**src/summed_area_table_macros.svh**
```systemverilog
// ---------------------------------------------------------------------------
// Summed-area table assertion macros
// Shared property shapes for the checks at the end of the top level.
// ---------------------------------------------------------------------------
`ifndef SUMMED_AREA_TABLE_MACROS_SVH
`define SUMMED_AREA_TABLE_MACROS_SVH

// Same-cycle implication, switched off while reset is high.
`define SAT_ASSERT_NOW(label, clk, rst, cond, conseq, msg) \
   label: assert property (@(posedge clk) disable iff (rst) (cond) |-> (conseq)) \
      else $error(msg);

// Next-cycle implication, switched off while reset is high.
`define SAT_ASSERT_NEXT(label, clk, rst, cond, conseq, msg) \
   label: assert property (@(posedge clk) disable iff (rst) (cond) |=> (conseq)) \
      else $error(msg);

`endif

```
**src/sat_pkg.sv**
```systemverilog
// ---------------------------------------------------------------------------
// Summed-area table package
// Sizes, command and status codes, and the records passed between modules.
// ---------------------------------------------------------------------------
package sat_pkg;

   localparam int MAX_ROWS     = 64;
   localparam int MAX_COLS     = 64;
   localparam int ELEMENT_BITS = 32;
   localparam int SUM_BITS     = 44;
   localparam int CORNER_BITS  = 6;
   localparam int CFG_BITS     = 7;
   localparam int CMD_BITS     = 2;
   localparam int STATUS_BITS  = 2;
   localparam int CSR_INDEX_BITS = 1;

   localparam int ROW_BITS     = $clog2(MAX_ROWS);
   localparam int COL_BITS     = $clog2(MAX_COLS);
   localparam int ROW_CNT_BITS = $clog2(MAX_ROWS + 1);
   localparam int COL_CNT_BITS = $clog2(MAX_COLS + 1);
   localparam int ADDR_BITS    = ROW_BITS + COL_BITS;

   localparam int QUERY_READS  = 4;
   localparam int STEP_BITS    = $clog2(QUERY_READS + 1);

   localparam int ROWS_RESET   = (64 > MAX_ROWS) ? MAX_ROWS : 64;
   localparam int COLS_RESET   = (64 > MAX_COLS) ? MAX_COLS : 64;

   localparam logic [CMD_BITS-1:0] CMD_LOAD    = 2'd0;
   localparam logic [CMD_BITS-1:0] CMD_QUERY   = 2'd1;
   localparam logic [CMD_BITS-1:0] CMD_RESTART = 2'd2;

   localparam logic [STATUS_BITS-1:0] STATUS_OK         = 2'd0;
   localparam logic [STATUS_BITS-1:0] STATUS_BAD_CORNER = 2'd1;
   localparam logic [STATUS_BITS-1:0] STATUS_INCOMPLETE = 2'd2;
   localparam logic [STATUS_BITS-1:0] STATUS_FULL       = 2'd3;

   localparam logic [CSR_INDEX_BITS-1:0] REG_ROWS_IN_USE = 1'b0;
   localparam logic [CSR_INDEX_BITS-1:0] REG_COLS_IN_USE = 1'b1;

   typedef struct packed {
      logic [ROW_CNT_BITS-1:0] rows_in_use;
      logic [COL_CNT_BITS-1:0] cols_in_use;
      logic                    restart;
   } sat_cfg_type;

   typedef struct packed {
      logic                 wr_en;
      logic [ADDR_BITS-1:0] wr_addr;
      logic [SUM_BITS-1:0]  wr_data;
      logic                 rd_en;
      logic [ADDR_BITS-1:0] rd_addr;
   } sat_mem_req_type;

endpackage

```
**src/sat_req_if.sv**
```systemverilog
// ---------------------------------------------------------------------------
// Summed-area table request channel
// Valid/ready channel carrying a command with its element and query corners.
// ---------------------------------------------------------------------------
interface sat_req_if;
   import sat_pkg::*;

   logic                           valid;
   logic                           ready;
   logic [CMD_BITS-1:0]            cmd;
   logic signed [ELEMENT_BITS-1:0] element;
   logic [CORNER_BITS-1:0]         top_row;
   logic [CORNER_BITS-1:0]         left_col;
   logic [CORNER_BITS-1:0]         bottom_row;
   logic [CORNER_BITS-1:0]         right_col;

   modport source (
      output valid, cmd, element, top_row, left_col, bottom_row, right_col,
      input  ready
   );

   modport sink (
      input  valid, cmd, element, top_row, left_col, bottom_row, right_col,
      output ready
   );

endinterface

```
**src/sat_rsp_if.sv**
```systemverilog
// ---------------------------------------------------------------------------
// Summed-area table response channel
// Valid/ready channel carrying the rectangle sum and a status code.
// ---------------------------------------------------------------------------
interface sat_rsp_if;
   import sat_pkg::*;

   logic                       valid;
   logic                       ready;
   logic signed [SUM_BITS-1:0] region_sum;
   logic [STATUS_BITS-1:0]     status;

   modport source (
      output valid, region_sum, status,
      input  ready
   );

   modport sink (
      input  valid, region_sum, status,
      output ready
   );

endinterface

```
**src/sat_seq.sv**
```systemverilog
// ---------------------------------------------------------------------------
// Summed-area table sequencer
// Runs loads and queries against the table memory and holds the result.
// ---------------------------------------------------------------------------
module sat_seq (
   input  logic                          clock,
   input  logic                          reset,
   sat_req_if.sink                       req,
   sat_rsp_if.source                     rsp,
   input  sat_pkg::sat_cfg_type          cfg,
   output sat_pkg::sat_mem_req_type      mem_req,
   input  logic [sat_pkg::SUM_BITS-1:0]  mem_rd_data
);
   import sat_pkg::*;

   typedef enum logic [1:0] {S_IDLE, S_LOAD, S_QUERY, S_DONE} state_type;

   state_type               state_ff, state_in;
   logic [ROW_CNT_BITS-1:0] load_row_ff, load_row_in;
   logic [COL_BITS-1:0]     load_col_ff, load_col_in;
   logic [SUM_BITS-1:0]     run_ff, run_in;
   logic [CORNER_BITS-1:0]  top_ff, top_in;
   logic [CORNER_BITS-1:0]  left_ff, left_in;
   logic [CORNER_BITS-1:0]  bottom_ff, bottom_in;
   logic [CORNER_BITS-1:0]  right_ff, right_in;
   logic [STEP_BITS-1:0]    step_ff, step_in;
   logic [SUM_BITS-1:0]     acc_ff, acc_in;
   logic [SUM_BITS-1:0]     res_sum_ff, res_sum_in;
   logic [STATUS_BITS-1:0]  res_status_ff, res_status_in;
   logic                    out_valid_ff, out_valid_in;
   logic [SUM_BITS-1:0]     out_sum_ff, out_sum_in;
   logic [STATUS_BITS-1:0]  out_status_ff, out_status_in;

   logic                    complete;
   logic                    bad_corners;
   logic [COL_CNT_BITS-1:0] col_next;
   logic [SUM_BITS-1:0]     above;
   logic [ROW_BITS-1:0]     q_row;
   logic [COL_BITS-1:0]     q_col;
   logic [1:0]              term;
   logic                    term_en;
   logic                    term_sub;

   assign complete = load_row_ff >= cfg.rows_in_use;
   assign bad_corners = (req.top_row > req.bottom_row) || (req.left_col > req.right_col)
                     || (32'(req.bottom_row) >= 32'(cfg.rows_in_use))
                     || (32'(req.right_col) >= 32'(cfg.cols_in_use));
   assign col_next = COL_CNT_BITS'(load_col_ff) + COL_CNT_BITS'(1);
   assign above = (load_row_ff == '0) ? '0 : mem_rd_data;
   assign term = 2'(step_ff - STEP_BITS'(1));

   // Corner reads: bottom-right, top-right, bottom-left, top-left, where the
   // top and left neighbours sit one row above and one column left.
   always_comb begin
      case (step_ff[1:0])
         2'd0: begin
            q_row = ROW_BITS'(bottom_ff);
            q_col = COL_BITS'(right_ff);
         end
         2'd1: begin
            q_row = ROW_BITS'(top_ff - CORNER_BITS'(1));
            q_col = COL_BITS'(right_ff);
         end
         2'd2: begin
            q_row = ROW_BITS'(bottom_ff);
            q_col = COL_BITS'(left_ff - CORNER_BITS'(1));
         end
         default: begin
            q_row = ROW_BITS'(top_ff - CORNER_BITS'(1));
            q_col = COL_BITS'(left_ff - CORNER_BITS'(1));
         end
      endcase
   end

   // Terms that fall on the zero border are skipped.
   always_comb begin
      case (term)
         2'd0: begin
            term_en  = 1'b1;
            term_sub = 1'b0;
         end
         2'd1: begin
            term_en  = top_ff != '0;
            term_sub = 1'b1;
         end
         2'd2: begin
            term_en  = left_ff != '0;
            term_sub = 1'b1;
         end
         default: begin
            term_en  = (top_ff != '0) && (left_ff != '0);
            term_sub = 1'b0;
         end
      endcase
   end

   always_comb begin
      state_in      = state_ff;
      load_row_in   = load_row_ff;
      load_col_in   = load_col_ff;
      run_in        = run_ff;
      top_in        = top_ff;
      left_in       = left_ff;
      bottom_in     = bottom_ff;
      right_in      = right_ff;
      step_in       = step_ff;
      acc_in        = acc_ff;
      res_sum_in    = res_sum_ff;
      res_status_in = res_status_ff;
      out_valid_in  = out_valid_ff;
      out_sum_in    = out_sum_ff;
      out_status_in = out_status_ff;
      mem_req       = '0;

      if (out_valid_ff && rsp.ready) begin
         out_valid_in = 1'b0;
      end

      case (state_ff)
         S_IDLE: begin
            if (req.valid) begin
               res_sum_in    = '0;
               res_status_in = STATUS_OK;
               state_in      = S_DONE;
               case (req.cmd)
                  CMD_LOAD: begin
                     if (complete) begin
                        res_status_in = STATUS_FULL;
                     end else begin
                        run_in          = run_ff + SUM_BITS'(req.element);
                        mem_req.rd_en   = 1'b1;
                        mem_req.rd_addr = {ROW_BITS'(load_row_ff - ROW_CNT_BITS'(1)),
                                           load_col_ff};
                        state_in        = S_LOAD;
                     end
                  end
                  CMD_QUERY: begin
                     top_in    = req.top_row;
                     left_in   = req.left_col;
                     bottom_in = req.bottom_row;
                     right_in  = req.right_col;
                     if (!complete) begin
                        res_status_in = STATUS_INCOMPLETE;
                     end else if (bad_corners) begin
                        res_status_in = STATUS_BAD_CORNER;
                     end else begin
                        step_in  = '0;
                        acc_in   = '0;
                        state_in = S_QUERY;
                     end
                  end
                  CMD_RESTART: begin
                     load_row_in = '0;
                     load_col_in = '0;
                     run_in      = '0;
                  end
                  default: begin
                  end
               endcase
            end
         end
         S_LOAD: begin
            mem_req.wr_en   = 1'b1;
            mem_req.wr_addr = {ROW_BITS'(load_row_ff), load_col_ff};
            mem_req.wr_data = run_ff + above;
            if (col_next >= cfg.cols_in_use) begin
               load_col_in = '0;
               load_row_in = load_row_ff + ROW_CNT_BITS'(1);
               run_in      = '0;
            end else begin
               load_col_in = COL_BITS'(col_next);
            end
            state_in = S_DONE;
         end
         S_QUERY: begin
            if (step_ff != STEP_BITS'(QUERY_READS)) begin
               mem_req.rd_en   = 1'b1;
               mem_req.rd_addr = {q_row, q_col};
            end
            if (step_ff != '0 && term_en) begin
               acc_in = term_sub ? acc_ff - mem_rd_data : acc_ff + mem_rd_data;
            end
            if (step_ff == STEP_BITS'(QUERY_READS)) begin
               res_sum_in = acc_in;
               state_in   = S_DONE;
            end
            step_in = step_ff + STEP_BITS'(1);
         end
         S_DONE: begin
            if (!out_valid_ff || rsp.ready) begin
               out_valid_in  = 1'b1;
               out_sum_in    = res_sum_ff;
               out_status_in = res_status_ff;
               state_in      = S_IDLE;
            end
         end
         default: begin
            state_in = S_IDLE;
         end
      endcase

      // A register write starts a new load.
      if (cfg.restart) begin
         load_row_in = '0;
         load_col_in = '0;
         run_in      = '0;
      end
   end

   always_ff @(posedge clock) begin
      if (reset) begin
         state_ff     <= S_IDLE;
         load_row_ff  <= '0;
         load_col_ff  <= '0;
         run_ff       <= '0;
         out_valid_ff <= 1'b0;
      end else begin
         state_ff     <= state_in;
         load_row_ff  <= load_row_in;
         load_col_ff  <= load_col_in;
         run_ff       <= run_in;
         out_valid_ff <= out_valid_in;
      end
      top_ff        <= top_in;
      left_ff       <= left_in;
      bottom_ff     <= bottom_in;
      right_ff      <= right_in;
      step_ff       <= step_in;
      acc_ff        <= acc_in;
      res_sum_ff    <= res_sum_in;
      res_status_ff <= res_status_in;
      out_sum_ff    <= out_sum_in;
      out_status_ff <= out_status_in;
   end

   assign req.ready      = state_ff == S_IDLE;
   assign rsp.valid      = out_valid_ff;
   assign rsp.region_sum = out_sum_ff;
   assign rsp.status     = out_status_ff;

endmodule

```
**src/flat_wrapper.sv**
```systemverilog
// flat-port wrapper written by rule: the top's interface ports become plain ports
module sat_seq_flat import sat_pkg::*;
  (clock, reset, cfg, mem_req, mem_rd_data, req_valid, req_cmd, req_element, req_top_row, req_left_col, req_bottom_row, req_right_col, req_ready, rsp_valid, rsp_region_sum, rsp_status, rsp_ready);
  sat_req_if req_i ();
  sat_rsp_if rsp_i ();
  input  logic clock;
  input  logic reset;
  input  sat_pkg::sat_cfg_type cfg;
  output sat_pkg::sat_mem_req_type mem_req;
  input  logic [sat_pkg::SUM_BITS-1:0] mem_rd_data;
  input wire logic [$bits(req_i.valid)-1:0] req_valid;
  input wire logic [$bits(req_i.cmd)-1:0] req_cmd;
  input wire logic [$bits(req_i.element)-1:0] req_element;
  input wire logic [$bits(req_i.top_row)-1:0] req_top_row;
  input wire logic [$bits(req_i.left_col)-1:0] req_left_col;
  input wire logic [$bits(req_i.bottom_row)-1:0] req_bottom_row;
  input wire logic [$bits(req_i.right_col)-1:0] req_right_col;
  output wire logic [$bits(req_i.ready)-1:0] req_ready;
  output wire logic [$bits(rsp_i.valid)-1:0] rsp_valid;
  output wire logic [$bits(rsp_i.region_sum)-1:0] rsp_region_sum;
  output wire logic [$bits(rsp_i.status)-1:0] rsp_status;
  input wire logic [$bits(rsp_i.ready)-1:0] rsp_ready;
  assign req_i.valid = req_valid;
  assign req_i.cmd = req_cmd;
  assign req_i.element = req_element;
  assign req_i.top_row = req_top_row;
  assign req_i.left_col = req_left_col;
  assign req_i.bottom_row = req_bottom_row;
  assign req_i.right_col = req_right_col;
  assign req_ready = req_i.ready;
  assign rsp_valid = rsp_i.valid;
  assign rsp_region_sum = rsp_i.region_sum;
  assign rsp_status = rsp_i.status;
  assign rsp_i.ready = rsp_ready;
  sat_seq u_core (.clock(clock), .reset(reset), .req(req_i), .rsp(rsp_i), .cfg(cfg), .mem_req(mem_req), .mem_rd_data(mem_rd_data));
endmodule
```
**config.mk**
```make
export PLATFORM = sky130hd
export DESIGN_NAME = sat_seq_flat
export DESIGN_NICKNAME = d
export VERILOG_FILES = /design/src/summed_area_table_macros.svh /design/src/sat_pkg.sv /design/src/sat_req_if.sv /design/src/sat_rsp_if.sv /design/src/sat_seq.sv /design/src/flat_wrapper.sv
export SDC_FILE = /design/constraint.sdc
export NUM_CORES = 1
export LEC_CHECK = 0
export BUFFER_PORTS_ARGS = -buffer_cell sky130_fd_sc_hd__buf_2
export CAP_MARGIN = 30
export CORE_ASPECT_RATIO = 0.7
export CORE_UTILIZATION = 50
export CTS_BUF_LIST = sky130_fd_sc_hd__clkbuf_4
export CTS_CLUSTER_DIAMETER = 100
export DETAILED_ROUTE_END_ITERATION = 8
export MAX_ROUTING_LAYER = met4
export PLACE_DENSITY_LB_ADDON = 0.08
export SLEW_MARGIN = 0
export SYNTH_ARGS = -nofsm -noshare
export SYNTH_HDL_FRONTEND = slang
export SYNTH_SLANG_ARGS = --single-unit
```
**constraint.sdc**
```tcl
create_clock -name clock -period 7.6 [get_ports clock]
set_input_delay 1.14 -clock clock [delete_from_list [all_inputs] [get_ports clock]]
set_output_delay 1.14 -clock clock [all_outputs]
set_load 0.01 [all_outputs]
```
==> impl_metrics.tcl, run 1 <==
set metrics [dict create \
    place_congestion 0.963 \
    fin_ws_ps 1220 \
    min_period_over_period_pct 83.9 \
    post_cts_buffers 0 \
    start_util_pct 51.4 \
    cp_cell_sequence "nor3_1, nand3_1, buf_4, nand2_1, inv_1, ha_1, a21o_1, a21o_1, a21oi_1, o21ai_1, a311oi_1, o21a_1, o31ai_1, a221oi_1, mux2i_1, o211ai_1, buf_2" \
    syn-instance-count 2063 \
    io_pins 239 \
    synth.most_common_cell "ha_1" \
    tightest_slew_ps 1030 \
    path_common_cell "a21o_1" \
    antenna_found_initial 5 \
    numCtsBuffers 55 \
    synthArstFlopShare_pct 0 \
    setup.worst_path.start "u_core.load_row_ff[2]" \
    grt_first_pass_wirelength_microns 86300 \
    syn-mean-instance-area_sq_um 8.77 \
    syn_area_sq_um 18100 \
    clk_pin_slew_ps 70 \
    final_antenna_net_count 0 \
    period_needed_ps 6380 \
    fin_nets 2594 \
    status "completed" \
    yosysWarnings 0 \
    wl_microns 56600 \
    maxSlewHeadroom_pct 30.7 \
    core_sq_um 35200 \
    synthesis.nets 2373 \
    slew_violations 0 \
    dp_hpwl_microns 43600 \
    worst_ep_required_time_ps 6460 \
    vdd_ir_drop_max_v 0.000192 \
    hold_path.class "flop to flop" \
    endpoint_kind "primary output" \
    worstReg2RegEnd "u_core.acc_ff[38]" \
    crit_type "flop to primary output" \
    dpl_cell_area_sq_um 19700 \
    overflow 0 \
    dp_slack_ps 1850 \
    rrSetupSlack_ps 2710 \
    maxCapViolations 0 \
    crit_path_end "mem_req[50]" \
    cts_htree_levels 2 \
    vias 16500 \
    cp.depth 17 \
    postCtsHoldBufs 0 \
    die-height_microns 161 \
    worstPathMaxFanout 42 \
    via_per_inst 5.88 \
    hold_violations 0 \
    ys_ff_latch 223 \
    rsz0062_at_grt "no" \
    clock_skew_ps 65.4 \
    fp.dieW_microns 229 \
    arrival_ps 5240 \
    crit_family "compound AO/OA/AOI/OAI gates" \
    wl_per_cell_microns 20.2 \
    drive_gt1_share_pct 15.8 \
    clockBufferDepth 3 \
    cp_num_buf_inv 3 \
    ff2ff_path_depth 16 \
    cp_slowest_stage_delay_ps 560 \
    powerDensity_nw_per_um2 247 \
    stdcell_area_sq_um 20400 \
    synth_area_leaders "edfxtp_1, ha_1, dfxtp_1" \
    grt_start_max_net_pins 58 \
    ys_types 76 \
    num_rows 57 \
    grt_pass1_vias 15400 \
    area_growth_pct 12.9 \
    drc 0 \
    synth_ff_type "edfxtp_1" \
    cts.sinks 223 \
    leakagePower_nw 9.38 \
    cts_tree "done" \
    synth_top_area_cell "edfxtp_1" \
    fin_setup_tns_ps 0 \
    synth-edff-count 163 \
    cts.repair.resized 0 \
    synthTopCellsByCount "ha_1, nor2_1, nand2_1, edfxtp_1, a21oi_1" \
    crit_path_top_delay_cell "nor3_1" \
    drt_first_iter_violations 1377 \
    nFillCells 3251 \
    finalSetupViolations 0 \
    yosys.area.top_type_share_pct 27.1 \
    cts-root-buf "clkbuf_4" \
    fmax_mhz 157 \
    port_buffers 238 \
    grtUsageTotal_pct 30.7 \
    first_pass_iters 5 \
    yosysSeqAreaShare_pct 33.7 \
    clk_latency_ps 760 \
    dieArea_sq_um 36900 \
    r2r_start "u_core.step_ff[0]" \
    cp-start-kind "flop" \
    design_power_total_mw 5.04 \
]
==> worst min-delay path by stage <==
stage / start / endpoint / cells past startpoint
global placement: u_core.res_sum_ff[6] / u_core.rsp.region_sum[6] / 0
detailed placement: u_core.res_sum_ff[11] / u_core.rsp.region_sum[11] / 0
finish: u_core.res_sum_ff[26] / u_core.rsp.region_sum[26] / 0
CTS: u_core.res_sum_ff[26] / u_core.rsp.region_sum[26] / 0
floorplan: u_core.res_sum_ff[0] / u_core.rsp.region_sum[0] / 0
global route: u_core.res_sum_ff[26] / u_core.rsp.region_sum[26] / 0
==> stage by stage <==
stage	utilization (%)	hold slack, ps	instances
global route	58.1	421	2804
finish	58.1	413	2806
global placement	56.0	402	2696
floorplan	-	400	2063
detailed placement	56.1	405	2699
CTS	58.0	413	2800
==> area by class of cell <==
| type | count | area (sq um) | area share, % |
|---|---|---|---|
| Clock buffer | 80 | 601 | 2.94 |
| Tap cell | 472 | 591 | 2.89 |
| Inverter | 78 | 293 | 1.43 |
| Clock inverter | 21 | 96.3 | 0.472 |
| Timing Repair Buffer | 255 | 1330 | 6.52 |
| Sequential cell | 223 | 6100 | 29.8 |
| Multi-Input combinational cell | 1671 | 11400 | 55.8 |
| Antenna cell | 6 | 15.0 | 0.0735 |
==> kinds of logic (layout without fill, tap and decap cells) <==
logic type                 Yosys count  in the layout  synth area share, %
AOI/OAI and AO/OA                  616            616                 22.2
buffers and inverters              169            434                 3.58
muxes                               10             10                0.554
adders and majority gates          189            189                 13.2
xor gates and xnor gates           166            166                 8.04
DFF                                223            223                 33.7
other                                0              6                    0
and+or+nand+nor                    690            690                 18.7
==> worst register-to-register path: cells and delay by family (launching register included) <==
family / cells / cell delay (ps)
AO/OA/AOI/OAI: 8 / 2180
XOR/XNOR: 1 / 170
adder cells (fa/ha/maj): 2 / 570
buffers and inverters: 1 / 130
flip-flops: 1 / 490
AND/OR/NAND/NOR: 4 / 1050
==> where the power goes <==
group          leakage (nW)  switching [mW]  internal [mW]
clock network         0.418           0.539          0.488
registers              2.01           0.108           1.65
logic                  6.95            1.44          0.814
total                  9.38            2.09           2.95
==> registers in the layout, indices dropped and copies added (netlist names) <==
| name | count |
|---|---|
| u_core.rsp.region_sum | 44 |
| u_core.load_row_ff | 7 |
| u_core.run_ff | 44 |
| u_core.res_status_ff | 2 |
| u_core.step_ff | 3 |
| u_core.left_ff | 6 |
| u_core.rsp.status | 2 |
| u_core.res_sum_ff | 44 |
| u_core.bottom_ff | 6 |
| u_core.top_ff | 6 |
| u_core.acc_ff | 44 |
| u_core.right_ff | 6 |
| u_core.rsp.valid | 1 |
| u_core.load_col_ff | 6 |
| u_core.state_ff | 2 |
==> routing by layer <==
metal	track usage [%]	up-vias	routed length (microns)
li1	-	8057	-
met1	43.3	7735	27000
met2	44.2	610	24000
met3	5.97	93	4110
met4	9.42	0	1500
met5	-	-	0
==> placed cells by master, fill, tap and decap left out, types with 24 or more instances in the layout <==
| cell | count |
|---|---|
| nor3_1 | 35 |
| clkbuf_4 | 80 |
| buf_2 | 239 |
| and2_1 | 83 |
| inv_1 | 77 |
| a21oi_1 | 150 |
| o21ai_0 | 115 |
| o21a_1 | 24 |
| a21o_1 | 114 |
| edfxtp_1 | 163 |
| nand4_1 | 30 |
| xnor2_1 | 82 |
| nand2_1 | 170 |
| dfxtp_1 | 60 |
| xor2_1 | 84 |
| nand2b_1 | 26 |
| nand3_1 | 68 |
| nor2b_1 | 26 |
| nor2_1 | 173 |
| ha_1 | 186 |
No activity file was read; power rests on OpenSTA's default activity.
==> run 2: changes to the inputs <==
clock period = 5.3 ns   (was 7.6 ns; I/O delays follow)
==> run 2 against run 1 <==
  * Combinational power is 46% higher
  * Sequential share of layout area is 0.63 points lower
  * First-iteration DRC count is 1.2% lower
  * Worst hold slack worse by 190 ps
  * Cell count is 0.64% higher
  * Largest power group unchanged
  * Die area stayed put
==> impl_metrics.tcl, run 2 (synthesis results as in run 1) <==
set metrics [dict create \
    grtUsageTotal_pct 30.8 \
    drive_gt1_share_pct 18.3 \
    postCtsHoldBufs 0 \
    via_per_inst 5.91 \
    grt_pass1_vias 15700 \
    fp.dieW_microns 229 \
    intPower_mw 4.30 \
    io_pins 239 \
    arrival_ps 4380 \
    finalSetupViolations 0 \
    fin_setup_tns_ps 0 \
    hold_violations 0 \
    rrSetupSlack_ps 290 \
    stdcell_area_sq_um 20900 \
    leakagePower_nw 9.50 \
    hold_path.class "input pin to flop" \
    first_pass_iters 8 \
    fmax_mhz 193 \
    tightest_slew_ps 977 \
    clock_skew_ps 85.6 \
    grt_first_pass_wirelength_microns 87000 \
    numCtsBuffers 55 \
    start_util_pct 51.4 \
    crit_type "flop to primary output" \
    rsz0062_at_grt "yes" \
    period_needed_ps 5170 \
    vdd_ir_drop_max_v 0.000258 \
    maxSlewHeadroom_pct 33.2 \
    core_sq_um 35200 \
    layout_commonest_cell "buf_2" \
    met2_length_microns 24300 \
    maxCapViolations 0 \
    cp-start-kind "flop" \
    final_cell_mix "buf_2, ha_1, nor2_1" \
    min_period_over_period_pct 97.6 \
    status "completed" \
    worstPathMaxFanout 18 \
    wl_met3_microns 4070 \
    fin_nets 2611 \
    dp_hpwl_microns 44500 \
    vias 16700 \
    worst_ep_required_time_ps 4510 \
    num_rows 57 \
    ff2ff_path_depth 16 \
    holdWs_ps 219 \
    drt_first_iter_violations 1360 \
    slew_violations 0 \
    die-height_microns 161 \
    cts-root-buf "clkbuf_4" \
    cts.sinks 223 \
    clk_pin_slew_ps 70 \
    powerDensity_nw_per_um2 349 \
    combPwrFrac_pct 45.1 \
    wl_per_cell_microns 20.2 \
    p_switching_mw 3.00 \
    port_buffers 238 \
    place_congestion 0.975 \
    hp-start "req_top_row[0]" \
    worstReg2RegEnd "u_core.res_sum_ff[42]" \
    final_antenna_net_count 0 \
    clk_latency_ps 770 \
    cts_htree_levels 2 \
    highest_layer "met4" \
    wl_microns 57100 \
    antenna_found_initial 8 \
    min_to "u_core.top_ff[0]" \
    dieArea_sq_um 36900 \
    clockBufferDepth 3 \
    overflow 0 \
    drc 0 \
    grt_start_max_net_pins 58 \
    p_clk_share_pct 20.4 \
    endpoint_kind "primary output" \
    hold_depth 1 \
    wl_met1_microns 27100 \
    power.share.sequential_pct 34.5 \
    p_sw_share_pct 41.1 \
    dpl_cell_area_sq_um 19800 \
    cts_tree "done" \
    r2r_start "u_core.step_ff[0]" \
    area_growth_pct 15.5 \
]
==> run 2: changes by cell type in the layout (fill, tap and decap cells not counted), sizes merged <==
cell and delta:
bufinv +1, clkbuf -2, nand3 +1, buf +16, diode +2
==> run 2: layout make-up <==
cell class,instances,area (sq um)
Multi-Input combinational cell,1672,11700
Clock buffer,78,586
Antenna cell,8,20.0
Tap cell,472,591
Inverter,78,293
Clock inverter,22,121
Sequential cell,223,6100
Timing Repair Buffer,271,1470
Fill cell,3214,14300
==> run 2: how the worst max path moves through the flow <==
stage,from,depth (start not counted),end
4_1_cts,u_core.load_row_ff[0],17,mem_req[51]
3_5_place_dp,mem_rd_data[0],21,u_core.res_sum_ff[38]
6_report,u_core.load_row_ff[4],15,mem_req[53]
2_1_floorplan,u_core.step_ff[0],6,u_core.res_sum_ff[0]
5_1_grt,u_core.load_row_ff[4],15,mem_req[53]
3_3_place_gp,mem_rd_data[0],17,mem_req[51]
==> run 2: repair_timing <==
action	in CTS	in global routing
endpoints found under the setup margin	17	19
setup buffers	0	2
gates cloned	0	1
resized for setup	17	50
pin swaps	2	15
==> run 2: critical path, stage by stage, from the launching register on <==
cell and delay [ps]:
dfxtp_4 380, nor3_4 250, nand3_4 150, buf_8 170, buf_4 190, and2_1 180, ha_1 420, a21o_1 260
a21oi_1 160, nor2b_1 70, or3_1 370, a21o_1 200, a21oi_1 270, a21oi_1 160, nor3b_2 220, buf_2 160
==> run 2: layer usage <==
| layer | vias up | GRT usage, % |
|---|---|---|
| met1 | 7885 | 42.5 |
| met3 | 115 | 6.59 |
| met2 | 607 | 44.8 |
| met5 | - | - |
| li1 | 8095 | - |
| met4 | 0 | 9.76 |
==> run 2: per-stage QoR <==
step | std cells | power (mW) | util (%) | setup WS (ps)
floorplan | 2063 | 4.78 | - | 431
global placement | 2710 | 5.72 | 56.3 | 298
detailed placement | 2713 | 5.76 | 56.4 | 148
CTS | 2813 | 7.28 | 58.6 | 27.4
global route | 2823 | 7.77 | 59.4 | -126
finish | 2824 | 7.29 | 59.4 | 125
==> run 2: power groups by stage <==
| stage | clock, mW | combinational (mW) | sequential, mW |
|---|---|---|---|
| after detailed placement | 0 | 3.21 | 2.55 |
| after global routing | 1.62 | 3.61 | 2.54 |
| after global placement | 0 | 3.17 | 2.55 |
| final | 1.49 | 3.29 | 2.52 |
| after floorplan | 0 | 2.25 | 2.53 |
| after CTS | 1.53 | 3.23 | 2.52 |
